## src/hw/rtl/nrac_pkg.sv

```systemverilog
`timescale 1ns / 1ps
// ----------------------------------------------------------------------------
// nrac_pkg
// Shared codes, types and the NAL header decode for the random-access
// classifier.
// ----------------------------------------------------------------------------
package nrac_pkg;

  localparam logic [1:0] CODEC_H264 = 2'd0;
  localparam logic [1:0] CODEC_HEVC = 2'd1;

  localparam logic [2:0] CNT_SAT  = 3'd5;
  localparam logic [2:0] CNT_LAST = 3'd3;

  localparam logic [5:0] H264_IDR       = 6'd5;
  localparam logic [5:0] H264_VCL_MIN   = 6'd1;
  localparam logic [5:0] HEVC_VCL_MAX   = 6'd31;
  localparam logic [5:0] HEVC_IRAP_MIN  = 6'd16;
  localparam logic [5:0] HEVC_IRAP_MAX  = 6'd20;
  localparam logic [5:0] HEVC_RASL_N    = 6'd8;
  localparam logic [5:0] HEVC_RASL_R    = 6'd9;

  // Length-prefix walker phase
  typedef enum logic [2:0] {
    PH_LEN0,
    PH_LEN1,
    PH_LEN2,
    PH_LEN3,
    PH_HDR,
    PH_SKIP
  } phase_e;

  typedef struct packed {
    logic       vcl;
    logic [5:0] ty;
  } hdr_t;

  // Type a NAL header byte; vcl is set for slice NAL units.
  function automatic hdr_t decode_hdr(logic [7:0] hdr, logic [1:0] codec);
    hdr_t r;
    r.vcl = 1'b0;
    r.ty  = '0;
    priority if (codec == CODEC_HEVC) begin
      r.ty  = hdr[6:1];
      r.vcl = (r.ty <= HEVC_VCL_MAX);
    end else if (codec == CODEC_H264) begin
      r.ty  = {1'b0, hdr[4:0]};
      r.vcl = (r.ty >= H264_VCL_MIN) && (r.ty <= H264_IDR);
    end else begin
      r.ty  = '0;
      r.vcl = 1'b0;
    end
    return r;
  endfunction

endpackage

```

## src/hw/rtl/nal_random_access_classifier.sv

```systemverilog
`timescale 1ns / 1ps
// ----------------------------------------------------------------------------
// nal_random_access_classifier
// Classifies an H.264 / HEVC packet as IDR/BLA or RASL, one byte per word.
// ----------------------------------------------------------------------------
// Usage:
//   Input channel carries one packet byte per word with first/last markers,
//   the codec and the container keyframe flag. A word is taken when
//   in_valid_i is high and in_stall_o is low. One byte per cycle is
//   sustained while the receiver does not stall; the per-byte parser update is
//   a single registered pass. Only the word marked last produces a result word
//   on the output channel (is_idr, is_rasl, vcl_found, vcl_nal_type), after it
//   passes through the input register and then the result register.
//   When the receiver stalls with a result pending, the whole pipe holds and
//   in_stall_o rises in the same cycle; nothing is dropped.
//   Reset clears all parser state and both valid flags; the block is ready
//   as soon as rst_ni rises. A word with the first marker
//   restarts the packet; a word after a last one starts a new packet.
// ----------------------------------------------------------------------------
module nal_random_access_classifier (
  input  logic       clk_i,
  input  logic       rst_ni,
  input  logic       in_valid_i,
  output logic       in_stall_o,
  input  logic [7:0] data_byte_i,
  input  logic       first_byte_i,
  input  logic       last_byte_i,
  input  logic [1:0] codec_i,
  input  logic       keyframe_i,
  output logic       out_valid_o,
  input  logic       out_stall_i,
  output logic       is_idr_o,
  output logic       is_rasl_o,
  output logic       vcl_found_o,
  output logic [5:0] vcl_nal_type_o
);

  logic advance;

  // Input register
  logic       s1_valid_q;
  logic [7:0] s1_byte_q;
  logic       s1_first_q;
  logic       s1_last_q;
  logic [1:0] s1_codec_q;
  logic       s1_key_q;

  // Parser state
  logic [2:0]       byte_cnt_q, byte_cnt_d;
  logic [23:0]      lead_q, lead_d;
  logic             annexb_q, annexb_d;
  logic [1:0]       zero_run_q, zero_run_d;
  logic             hdr_next_q, hdr_next_d;
  nrac_pkg::phase_e phase_q, phase_d;
  logic [31:0]      plen_q, plen_d;
  logic [31:0]      skip_q, skip_d;
  logic             stopped_q, stopped_d;
  logic             sfound_q, sfound_d;
  logic [5:0]       stype_q, stype_d;
  logic             wfound_q, wfound_d;
  logic [5:0]       wtype_q, wtype_d;

  // Result register
  logic       out_valid_q, out_valid_d;
  logic       idr_q, idr_d;
  logic       rasl_q, rasl_d;
  logic       found_q, found_d;
  logic [5:0] type_q, type_d;

  nrac_pkg::hdr_t hdr_dec;
  logic [31:0]    skip_hdr;
  logic [31:0]    plen_sh;

  assign advance    = !(out_valid_q && out_stall_i);
  assign in_stall_o = !advance;

  always_ff @(posedge clk_i or negedge rst_ni) begin
    if (!rst_ni) begin
      s1_valid_q <= 1'b0;
    end else if (advance) begin
      s1_valid_q <= in_valid_i;
    end
  end

  always_ff @(posedge clk_i) begin
    if (advance && in_valid_i) begin
      s1_byte_q  <= data_byte_i;
      s1_first_q <= first_byte_i;
      s1_last_q  <= last_byte_i;
      s1_codec_q <= codec_i;
      s1_key_q   <= keyframe_i;
    end
  end

  assign hdr_dec = nrac_pkg::decode_hdr(s1_byte_q, s1_codec_q);

  always_comb begin
    // Restart on the first marker, then update with this byte
    byte_cnt_d = s1_first_q ? '0 : byte_cnt_q;
    lead_d     = s1_first_q ? '0 : lead_q;
    annexb_d   = s1_first_q ? 1'b0 : annexb_q;
    zero_run_d = s1_first_q ? '0 : zero_run_q;
    hdr_next_d = s1_first_q ? 1'b0 : hdr_next_q;
    phase_d    = s1_first_q ? nrac_pkg::PH_LEN0 : phase_q;
    plen_d     = s1_first_q ? '0 : plen_q;
    skip_d     = s1_first_q ? '0 : skip_q;
    stopped_d  = s1_first_q ? 1'b0 : stopped_q;
    sfound_d   = s1_first_q ? 1'b0 : sfound_q;
    stype_d    = s1_first_q ? '0 : stype_q;
    wfound_d   = s1_first_q ? 1'b0 : wfound_q;
    wtype_d    = s1_first_q ? '0 : wtype_q;

    // Lead bytes decide Annex B versus length prefixes
    if (byte_cnt_d < nrac_pkg::CNT_LAST) begin
      lead_d = {lead_d[15:0], s1_byte_q};
    end else if (byte_cnt_d == nrac_pkg::CNT_LAST) begin
      annexb_d = (lead_d[23:16] == 8'd0) && (lead_d[15:8] == 8'd0) &&
                 ((lead_d[7:0] == 8'd1) || ((lead_d[7:0] == 8'd0) && (s1_byte_q == 8'd1)));
    end
    if (byte_cnt_d < nrac_pkg::CNT_SAT) begin
      byte_cnt_d = byte_cnt_d + 3'd1;
    end

    // Start-code scanner
    if (!sfound_d) begin
      priority if (hdr_next_d) begin
        hdr_next_d = 1'b0;
        zero_run_d = '0;
        if (hdr_dec.vcl) begin
          sfound_d = 1'b1;
          stype_d  = hdr_dec.ty;
        end
      end else if (s1_byte_q == 8'd0) begin
        if (zero_run_d < 2'd2) begin
          zero_run_d = zero_run_d + 2'd1;
        end
      end else if (s1_byte_q == 8'd1 && zero_run_d == 2'd2) begin
        hdr_next_d = 1'b1;
        zero_run_d = '0;
      end else begin
        zero_run_d = '0;
      end
    end

    // Length-prefix walker
    plen_sh  = {plen_d[23:0], s1_byte_q};
    skip_hdr = plen_d - 32'd1;
    if (!wfound_d && !stopped_d) begin
      unique case (phase_d)
        nrac_pkg::PH_LEN0, nrac_pkg::PH_LEN1, nrac_pkg::PH_LEN2: begin
          plen_d  = plen_sh;
          phase_d = nrac_pkg::phase_e'(phase_d + 3'd1);
        end
        nrac_pkg::PH_LEN3: begin
          plen_d = plen_sh;
          if (plen_sh == 32'd0) begin
            stopped_d = 1'b1;
          end else begin
            phase_d = nrac_pkg::PH_HDR;
          end
        end
        nrac_pkg::PH_HDR: begin
          if (hdr_dec.vcl) begin
            wfound_d = 1'b1;
            wtype_d  = hdr_dec.ty;
          end
          skip_d  = skip_hdr;
          plen_d  = '0;
          phase_d = (skip_hdr == 32'd0) ? nrac_pkg::PH_LEN0 : nrac_pkg::PH_SKIP;
        end
        default: begin
          if (skip_d != 32'd0) begin
            skip_d = skip_d - 32'd1;
          end
          if (skip_d == 32'd0) begin
            phase_d = nrac_pkg::PH_LEN0;
          end
        end
      endcase
    end
  end

  // Result for the last byte
  always_comb begin
    found_d = 1'b0;
    type_d  = '0;
    if (byte_cnt_d >= nrac_pkg::CNT_SAT &&
        (s1_codec_q == nrac_pkg::CODEC_H264 || s1_codec_q == nrac_pkg::CODEC_HEVC)) begin
      found_d = annexb_d ? sfound_d : wfound_d;
      type_d  = annexb_d ? stype_d : wtype_d;
    end
    if (!found_d) begin
      type_d = '0;
    end

    idr_d  = 1'b0;
    rasl_d = 1'b0;
    if (s1_key_q) begin
      priority if (!found_d || (s1_codec_q != nrac_pkg::CODEC_H264 &&
                                s1_codec_q != nrac_pkg::CODEC_HEVC)) begin
        idr_d = 1'b1;
      end else if (s1_codec_q == nrac_pkg::CODEC_HEVC) begin
        idr_d = (type_d >= nrac_pkg::HEVC_IRAP_MIN) && (type_d <= nrac_pkg::HEVC_IRAP_MAX);
      end else begin
        idr_d = (type_d == nrac_pkg::H264_IDR);
      end
    end else begin
      rasl_d = (s1_codec_q == nrac_pkg::CODEC_HEVC) && found_d &&
               (type_d == nrac_pkg::HEVC_RASL_N || type_d == nrac_pkg::HEVC_RASL_R);
    end

    out_valid_d = s1_valid_q && s1_last_q;
  end

  always_ff @(posedge clk_i or negedge rst_ni) begin
    if (!rst_ni) begin
      byte_cnt_q <= '0;
      lead_q     <= '0;
      annexb_q   <= 1'b0;
      zero_run_q <= '0;
      hdr_next_q <= 1'b0;
      phase_q    <= nrac_pkg::PH_LEN0;
      plen_q     <= '0;
      skip_q     <= '0;
      stopped_q  <= 1'b0;
      sfound_q   <= 1'b0;
      stype_q    <= '0;
      wfound_q   <= 1'b0;
      wtype_q    <= '0;
    end else if (advance && s1_valid_q) begin
      if (s1_last_q) begin
        // Packet done: drop all parser state
        byte_cnt_q <= '0;
        lead_q     <= '0;
        annexb_q   <= 1'b0;
        zero_run_q <= '0;
        hdr_next_q <= 1'b0;
        phase_q    <= nrac_pkg::PH_LEN0;
        plen_q     <= '0;
        skip_q     <= '0;
        stopped_q  <= 1'b0;
        sfound_q   <= 1'b0;
        stype_q    <= '0;
        wfound_q   <= 1'b0;
        wtype_q    <= '0;
      end else begin
        byte_cnt_q <= byte_cnt_d;
        lead_q     <= lead_d;
        annexb_q   <= annexb_d;
        zero_run_q <= zero_run_d;
        hdr_next_q <= hdr_next_d;
        phase_q    <= phase_d;
        plen_q     <= plen_d;
        skip_q     <= skip_d;
        stopped_q  <= stopped_d;
        sfound_q   <= sfound_d;
        stype_q    <= stype_d;
        wfound_q   <= wfound_d;
        wtype_q    <= wtype_d;
      end
    end
  end

  always_ff @(posedge clk_i or negedge rst_ni) begin
    if (!rst_ni) begin
      out_valid_q <= 1'b0;
    end else if (advance) begin
      out_valid_q <= out_valid_d;
    end
  end

  always_ff @(posedge clk_i) begin
    if (advance && out_valid_d) begin
      idr_q   <= idr_d;
      rasl_q  <= rasl_d;
      found_q <= found_d;
      type_q  <= type_d;
    end
  end

  assign out_valid_o    = out_valid_q;
  assign is_idr_o       = idr_q;
  assign is_rasl_o      = rasl_q;
  assign vcl_found_o    = found_q;
  assign vcl_nal_type_o = type_q;

  a_idr_rasl_excl: assert property (@(posedge clk_i) disable iff (!rst_ni)
    out_valid_o |-> !(is_idr_o && is_rasl_o))
    else $error("is_idr and is_rasl both set");

  a_type_zero: assert property (@(posedge clk_i) disable iff (!rst_ni)
    (out_valid_o && !vcl_found_o) |-> (vcl_nal_type_o == 6'd0))
    else $error("type nonzero without a VCL");

  a_rasl_found: assert property (@(posedge clk_i) disable iff (!rst_ni)
    (out_valid_o && is_rasl_o) |-> vcl_found_o)
    else $error("RASL reported without a VCL");

  a_cnt_sat: assert property (@(posedge clk_i) disable iff (!rst_ni)
    byte_cnt_q <= nrac_pkg::CNT_SAT)
    else $error("byte count past saturation");

  a_skip_live: assert property (@(posedge clk_i) disable iff (!rst_ni)
    (phase_q == nrac_pkg::PH_SKIP) |-> (skip_q != 32'd0))
    else $error("skip phase with nothing to skip");

  a_stall_hold: assert property (@(posedge clk_i) disable iff (!rst_ni)
    (out_valid_q && out_stall_i) |-> in_stall_o)
    else $error("input taken while result blocked");

endmodule
```

## config.mk

```make
export PLATFORM = sky130hd
export DESIGN_NAME = nal_random_access_classifier
export DESIGN_NICKNAME = d
export VERILOG_FILES = /design/src/hw/rtl/nrac_pkg.sv /design/src/hw/rtl/nal_random_access_classifier.sv
export SDC_FILE = /design/constraint.sdc
export NUM_CORES = 1
export LEC_CHECK = 0
export ABC_AREA = 1
export BUFFER_PORTS_ARGS = -buffer_cell sky130_fd_sc_hd__buf_2
export CAP_MARGIN = 40
export CORE_MARGIN = 2
export CORE_UTILIZATION = 63
export CTS_CLUSTER_SIZE = 25
export DETAILED_ROUTE_END_ITERATION = 16
export PLACE_DENSITY = 0.8
export SYNTH_ARGS = -nofsm -noshare
export SYNTH_HDL_FRONTEND = slang
export SYNTH_SLANG_ARGS = --single-unit
export TNS_END_PERCENT = 20
```

## constraint.sdc

```tcl
create_clock -name clk_i -period 5.45 [get_ports clk_i]
set_input_delay 0.8175 -clock clk_i [delete_from_list [all_inputs] [get_ports clk_i]]
set_output_delay 0.8175 -clock clk_i [all_outputs]
set_load 0.01 [all_outputs]
```

==> impl_metrics.ini, run 1 <==
[grt]
gr-usage-all-layers_pct = 36.6
antenna_found_initial = 0
met3_usage_pct = 7.01
grt_overflow = 0
use_met2_pct = 59.4
busiest_layer = met2
grt_pass1_vias = 9652
grt_pass1_wl_um = 48500
grt_use_met1_pct = 48.3
grt_start_max_net_pins = 77

[final_layout]
nFillCells = 1346
syn_to_final_growth_pct = 8.32
antenna_cells = 0
regArea_mm2 = 0.00354
fin_nets = 1526
multi_input_area_mm2 = 0.00554
drive_gt1_share_pct = 9.01

[critical_path]
r2r_cells = 18
path_common_cell = nand2_1
crit_start = s1_first_q
cpMaxStageDelayCell = clkinv_2
cp.arrival_ns = 3.96
path_class = flip-flop to flip-flop
slowest_delay_ns = 0.56
cp-endpoint = is_idr_o
rrSetupSlack_ns = 1.69
crit_chain = clkinv_2 > nand2_1 > ha_1 > nand2_1 > nor2_4 > nand2_1 > o21ai_0 > o21ai_1 > inv_1 > nand2_1 > o21ai_1 > nand2_1 > inv_2 > nand2_1 > nand2_1 > nand3_1 > nand2_1 > inv_1
cp_data_required_time_ns = 5.65
crit_path_end_kind = flip-flop
worst_setup_path_start_kind = flip-flop
reg2reg_from = s1_first_q
rr_endpoint = is_idr_o
path_max_fanout = 37

[synthesis]
ys_async_sr_fraction_pct = 83.9
yosysTopAreaCell = dfrtp_1
synth_area_per_cell_um2 = 6.66
syn_nets = 1532
synth_top_flop_cell = dfrtp_1
synth-seq-cells = 137
synth_top_cells_by_area = dfrtp_1 (29%), nand2_1 (18%), o21ai_0 (6.7%)
synth-edff-count = 22
synth_top_area_share_pct = 28.8
netlist_instances = 1502
ys.warnings.count = 0
ys_seq_area_share_pct = 35.4
ys_types = 46
syn_area_mm2 = 0.0100

[die]
dieArea_mm2 = 0.0169
core_mm2 = 0.0157
fp.dieW_um = 130
initial_utilization_pct = 63.7
io_pins = 28
std_cell_rows = 46
die_y_um = 130

[run_status]
status = complete, no violations

[timing]
rsz0062_at_grt = no
hold_violations = 0
finalCriticalPeriod_ns = 3.76
slew_headroom_pct = 42.3
slew_violations = 0
fmax_mhz = 266
worst_pin_slew_ns = 0.865
setup_viol = 0
setup_ws_ns = 1.69
fin_crit_sh_pct = 68.9
tns_ns = 0
finClkSkew_ns = 0.0111

[placement]
gp_congestion = 0.992
post-place-ws_ns = 1.82
port_buffers = 27
dp_hpwl_um = 20900

[clock_tree]
cts_hold_buf = 0
htree_levels = 4
cts.reportedPaths.clkPinSlew_ns = 0.07
cts_buffer_depth = 2
cts_tree = yes
cts_setup_buffers = 0
cts_buffers = 17
root_buffer = clkbuf_16
cts_sinks = 137
clk_latency_ns = 0.43
ctsResizeCount = 0

[power_and_ir_drop]
power_mw = 4.41
leakage_nw = 5.81
peakVddDrop_v = 0.000250
power_density_mw_per_mm2 = 407

[drt]
routed_wirelength_um = 30100
wl_per_cell_um = 17.4
vias = 10500
initialDrtViolationCount = 1193
drt-vias-per-instance = 6.07
route.detailed.drc = 0
first_pass_iters = 8
postRouteAntennaNets = 0

[hold_path]
min_path_type = input pin to async pin

[run]
drv_cap = 0
==> synth_stat cells, drive strengths merged (4+ instances only) <==
master,count
a32oi,21
nor2,194
o211ai,6
edfxtp,22
a21oi,40
nand2,497
a221oi,8
nand4,18
o2111ai,9
nand3,71
o221ai,4
o22ai,40
o21ai,156
xor2,15
ha,13
buf,24
inv,159
dfrtp,115
nor3,10
a32o,14
clkbuf,43
==> worst min path at each step <==
stage / end / slack (ns) / cells past startpoint
final: skip_q[15] / 0.38 / 2
after global routing: skip_q[18] / 0.42 / 2
after CTS: skip_q[18] / 0.40 / 2
after detailed placement: lead_q[22] / 0.47 / 2
after global placement: plen_q[3] / 0.46 / 2
after floorplan: phase_q[0] / 0.45 / 2
==> placed cells by master, fill, tap and decap left out, drive strengths merged, types with 8 or more instances in the layout <==
cell type	synthesis	final
nand2	497	497
ha	13	13
clkbuf	43	20
o21ai	156	156
nand4	18	18
a32oi	21	21
a21oi	40	40
inv	159	164
dfrtp	115	115
o2111ai	9	9
nor3	10	10
xor2	15	15
a32o	14	14
nor2	194	194
a221oi	8	8
o22ai	40	40
nand3	71	71
buf	24	42
edfxtp	22	22
==> per-stage QoR <==
| stage | hold slack [ns] | utilization, % | instances | area [µm²] |
|---|---|---|---|---|
| 3_3_place_gp | 0.464 | 64.9 | 1691 | 10200 |
| 5_1_grt | 0.415 | 69.0 | 1725 | 10800 |
| 3_5_place_dp | 0.465 | 65.3 | 1693 | 10300 |
| 6_report | 0.376 | 69.0 | 1725 | 10800 |
| 2_1_floorplan | 0.449 | - | 1502 | 10000 |
| 4_1_cts | 0.405 | 69.0 | 1725 | 10800 |
==> critical path: cells and delay by family (launching register included) <==
| kind | cells | cell delay (ns) |
|---|---|---|
| compound gates | 3 | 0.41 |
| buf+inv | 4 | 0.72 |
| flops | 1 | 0.37 |
| fa+ha+maj | 1 | 0.25 |
| simple gates | 10 | 1.78 |
==> routing by layer <==
layer	part of all wire, %	vias up
li1	-	4964
met1	40	4796
met2	47	601
met3	9.1	104
met4	3.9	0
met5	0	-
==> power breakdown <==
part           internal [mW]  switching, mW
logic                  0.594           1.46
clock network          0.662          0.488
registers               1.14         0.0675
==> sequential cells by signal, summed over array words and instances, names as in the netlist, 2 cells and up <==
signal and count:
wtype_q 6, plen_q 32, zero_run_q 2, stype_q 6, s1_codec_q 2, s1_byte_q 8
phase_q 3, byte_cnt_q 3, skip_q 32, lead_q 24, vcl_nal_type_o 6
==> cell families (layout without fill, tap and decap cells) <==
family / after synthesis / count (layout) / synth area share [%]
AOI/OAI and AO/OA: 311 / 311 / 19.0
xor gates and xnor gates: 15 / 15 / 1.31
adders and majority gates: 13 / 13 / 1.63
buffers and inverters: 228 / 235 / 9.31
DFF: 137 / 137 / 35.4
and+or+nand+nor: 798 / 798 / 33.4
==> area by class of cell <==
| class | instances | share of cell area (%) |
|---|---|---|
| inverter | 161 | 5.59 |
| clock inverter | 12 | 1.07 |
| timing repair buffer | 42 | 2.79 |
| tap | 216 | 2.49 |
| multi-input combinational | 1137 | 51.2 |
| clock buffer | 20 | 4.23 |
| sequential | 137 | 32.7 |
Power figures use the tool's default switching activity.
==> run 2: changes to the inputs <==
--- a/config.mk
+++ b/config.mk
@@ -5,14 +5,14 @@
 export SDC_FILE = /design/constraint.sdc
 export NUM_CORES = 1
 export LEC_CHECK = 0
-export ABC_AREA = 1
+export ABC_AREA = 0
 export BUFFER_PORTS_ARGS = -buffer_cell sky130_fd_sc_hd__buf_2
 export CAP_MARGIN = 40
 export CORE_MARGIN = 2
-export CORE_UTILIZATION = 63
+export CORE_UTILIZATION = 57
 export CTS_CLUSTER_SIZE = 25
 export DETAILED_ROUTE_END_ITERATION = 16
-export PLACE_DENSITY = 0.8
+export PLACE_DENSITY = 0.77
 export SYNTH_ARGS = -nofsm -noshare
 export SYNTH_HDL_FRONTEND = slang
 export SYNTH_SLANG_ARGS = --single-unit
==> constraint.sdc (replaced) <==
create_clock -name clk_i -period 3.33 [get_ports clk_i]
set_input_delay 0.4995 -clock clk_i [delete_from_list [all_inputs] [get_ports clk_i]]
set_output_delay 0.4995 -clock clk_i [all_outputs]
set_load 0.01 [all_outputs]
==> run 2 against run 1 <==
Against the previous run: count of clock-buffer cells in the layout did not move; first-iteration DRC count rose by 6.2%; via count fell by 9.5%; sequential share of layout area rose by 0.64 points; combinational power rose by 28%; total power rose by 48%; non-clock buffer count rose by 73; sequential power rose by 74%; clock skew rose by 0.0010 ns; setup slack got worse by 1.6 ns.
==> impl_metrics.ini, run 2 <==
[run_status]
status = complete, no violations

[synthesis]
ys.warnings.count = 0
ys_types = 79
synth-edff-count = 22
ys_seq_area_share_pct = 38.5
synth_area_per_cell_um2 = 8.45
synth_top_flop_cell = dfrtp_1
synth_common_cells = dfrtp_1 (115), nand2_1 (113), nor2_1 (86)
ys_async_sr_fraction_pct = 83.9
synth-seq-cells = 137
synth_top_area_share_pct = 31.3
netlist_instances = 1089
yosysMostFrequentCell = dfrtp_1
syn_area_mm2 = 0.00920
synth_top_cells_by_area = dfrtp_1 (31%), edfxtp_1 (7.2%), a22o_1 (6.3%)
syn_nets = 1119
yosysTopAreaCell = dfrtp_1

[critical_path]
cp.arrival_ns = 3.50
worst_setup_path_start_kind = flip-flop
path_class = flip-flop to flip-flop
path_max_fanout = 23
crit_path_end_kind = flip-flop
cp_data_required_time_ns = 3.62

[run]
drv_cap = 0

[clock_tree]
cts.reportedPaths.clkPinSlew_ns = 0.07
root_buffer = clkbuf_16
clk_latency_ns = 0.43
cts_buffer_depth = 2
cts_tree = yes
cts_buffers = 17
htree_levels = 4
cts_sinks = 137
cts_hold_buf = 0

[final_layout]
final_cell_area_mm2 = 0.0106
antenna_cells = 0
final_common_cell = dfrtp_1
biggestRegsByFlops = plen_q (32), skip_q (32), lead_q (24)
fin_nets = 1162
nFillCells = 1307
syn_to_final_growth_pct = 15.5
final_cell_mix = dfrtp_1 (115), nand2_1 (109), nor2_1 (86), buf_4 (85), o21ai_0 (79)
drive_gt1_share_pct = 16.3

[placement]
gp_congestion = 1.00
dp_hpwl_um = 21400
place_area_mm2 = 0.00994
port_buffers = 27

[drt]
routed_wirelength_um = 30600
route.detailed.drc = 0
drt-vias-per-instance = 6.96
vias = 9467
initialDrtViolationCount = 1267
postRouteAntennaNets = 0
wl_per_cell_um = 22.5
first_pass_iters = 6

[die]
core_mm2 = 0.0158
io_pins = 28
std_cell_rows = 46
dieArea_mm2 = 0.0172
initial_utilization_pct = 58.1
fp.dieW_um = 131
die_y_um = 131

[timing]
worst_pin_slew_ns = 0.769
hold_violations = 0
fmax_mhz = 311
slew_violations = 0
setup_viol = 0
finalCriticalPeriod_ns = 3.21
fin_crit_sh_pct = 96.4
rsz0062_at_grt = yes
slew_headroom_pct = 48.6
finClkSkew_ns = 0.0121

[grt]
antenna_found_initial = 0
grt_start_max_net_pins = 77
grt_pass1_wl_um = 47400
grt_pass1_vias = 8760
grt_overflow = 0
gr-usage-all-layers_pct = 36.1

[power_and_ir_drop]
power_mw = 6.55
power_density_mw_per_mm2 = 616
peakVddDrop_v = 0.000459
leakage_nw = 4.48

[hold_path]
min_path_type = input pin to async pin
## run 2: cell types whose count changed after synthesis, sizes merged, moves of 38 or more
| cell | previous run | this run |
|---|---|---|
| o21ai | 156 | 85 |
| a22o | 3 | 66 |
| nor3 | 10 | 48 |
| nand2 | 497 | 113 |
| inv | 159 | 22 |
| nor2 | 194 | 86 |
## run 2: worst max-delay path: stages (launching register included)
cell,delay (ns)
edfxtp_1,0.43
buf_12,0.23
nor2b_1,0.09
inv_1,0.07
ha_2,0.28
nor4b_2,0.23
nand4_1,0.20
and2_1,0.26
o21ai_0,0.27
nand3_1,0.13
nor4b_1,0.31
nand4_1,0.23
o21ai_2,0.22
o21ai_0,0.11
## run 2: cells by family (layout without fill, tap and decap cells)
| logic type | count (synthesis) | after routing | synth area share, % |
|---|---|---|---|
| muxes | 14 | 14 | 1.54 |
| buffers and inverters | 114 | 170 | 5.03 |
| AOI/OAI and AO/OA | 368 | 368 | 27.9 |
| adders and majority gates | 13 | 13 | 1.77 |
| DFF | 137 | 137 | 38.4 |
| and+or+nand+nor | 425 | 425 | 23.6 |
| xor gates and xnor gates | 18 | 18 | 1.71 |
## run 2: area by class of cell
type | count | area (µm²) | area share, %
sequential | 137 | 3540 | 33.3
tap | 216 | 270 | 2.54
inverter | 23 | 86.3 | 0.812
multi-input combinational | 838 | 5320 | 50.0
clock buffer | 20 | 457 | 4.30
timing repair buffer | 115 | 853 | 8.03
clock inverter | 12 | 106 | 1.00
## run 2: power breakdown
| group | total [mW] | leakage (nW) | internal [mW] | switching (mW) |
|---|---|---|---|---|
| Sequential | 2.10 | 1.77 | 1.87 | 0.226 |
| Combinational | 2.63 | 2.43 | 1.00 | 1.63 |
| Clock | 1.82 | 0.280 | 1.02 | 0.805 |
| Total | 6.55 | 4.48 | 3.89 | 2.66 |
## run 2: final timing paths
kind	startpoint	to	slack, ns	cells past startpoint
max	s1_first_q	phase_q[1]	0.12	13
min	rst_ni	plen_q[29]	0.05	1
max reg2reg	s1_first_q	phase_q[1]	0.12	13
min reg2reg	stype_q[5]	stype_q[5]	0.48	1
max in group asynchronous	rst_ni	skip_q[5]	2.49	2
min in group clk_i	data_byte_i[7]	s1_byte_q[7]	0.25	1
## run 2: per-layer routing
layer / GRT usage [%] / vias up / part of all wire [%]
li1: - / 4226 / -
met4: 17.8 / 0 / 5.3
met2: 57.1 / 640 / 46
met1: 48.6 / 4465 / 40
met5: 0 / - / 0
met3: 5.80 / 136 / 9.1
## run 2: through the flow
step	hold WS (ns)	std cells	setup WS [ns]	util [%]	setup TNS, ns
3_5_place_dp	0.471	1324	0.0726	62.8	0
5_1_grt	0.0949	1361	-0.0409	67.1	-0.0716
3_3_place_gp	0.474	1324	0.209	62.8	0
2_1_floorplan	0.204	1089	-0.0515	-	-0.0854
4_1_cts	0.0662	1356	0.0294	66.4	0
6_report	0.0503	1361	0.120	67.1	0
## run 2: repair_timing
action	in CTS	in global routing
resized for setup	0	11
hold endpoints to repair	0	0
endpoints found under the setup margin	0	8
buffers inserted	0	4
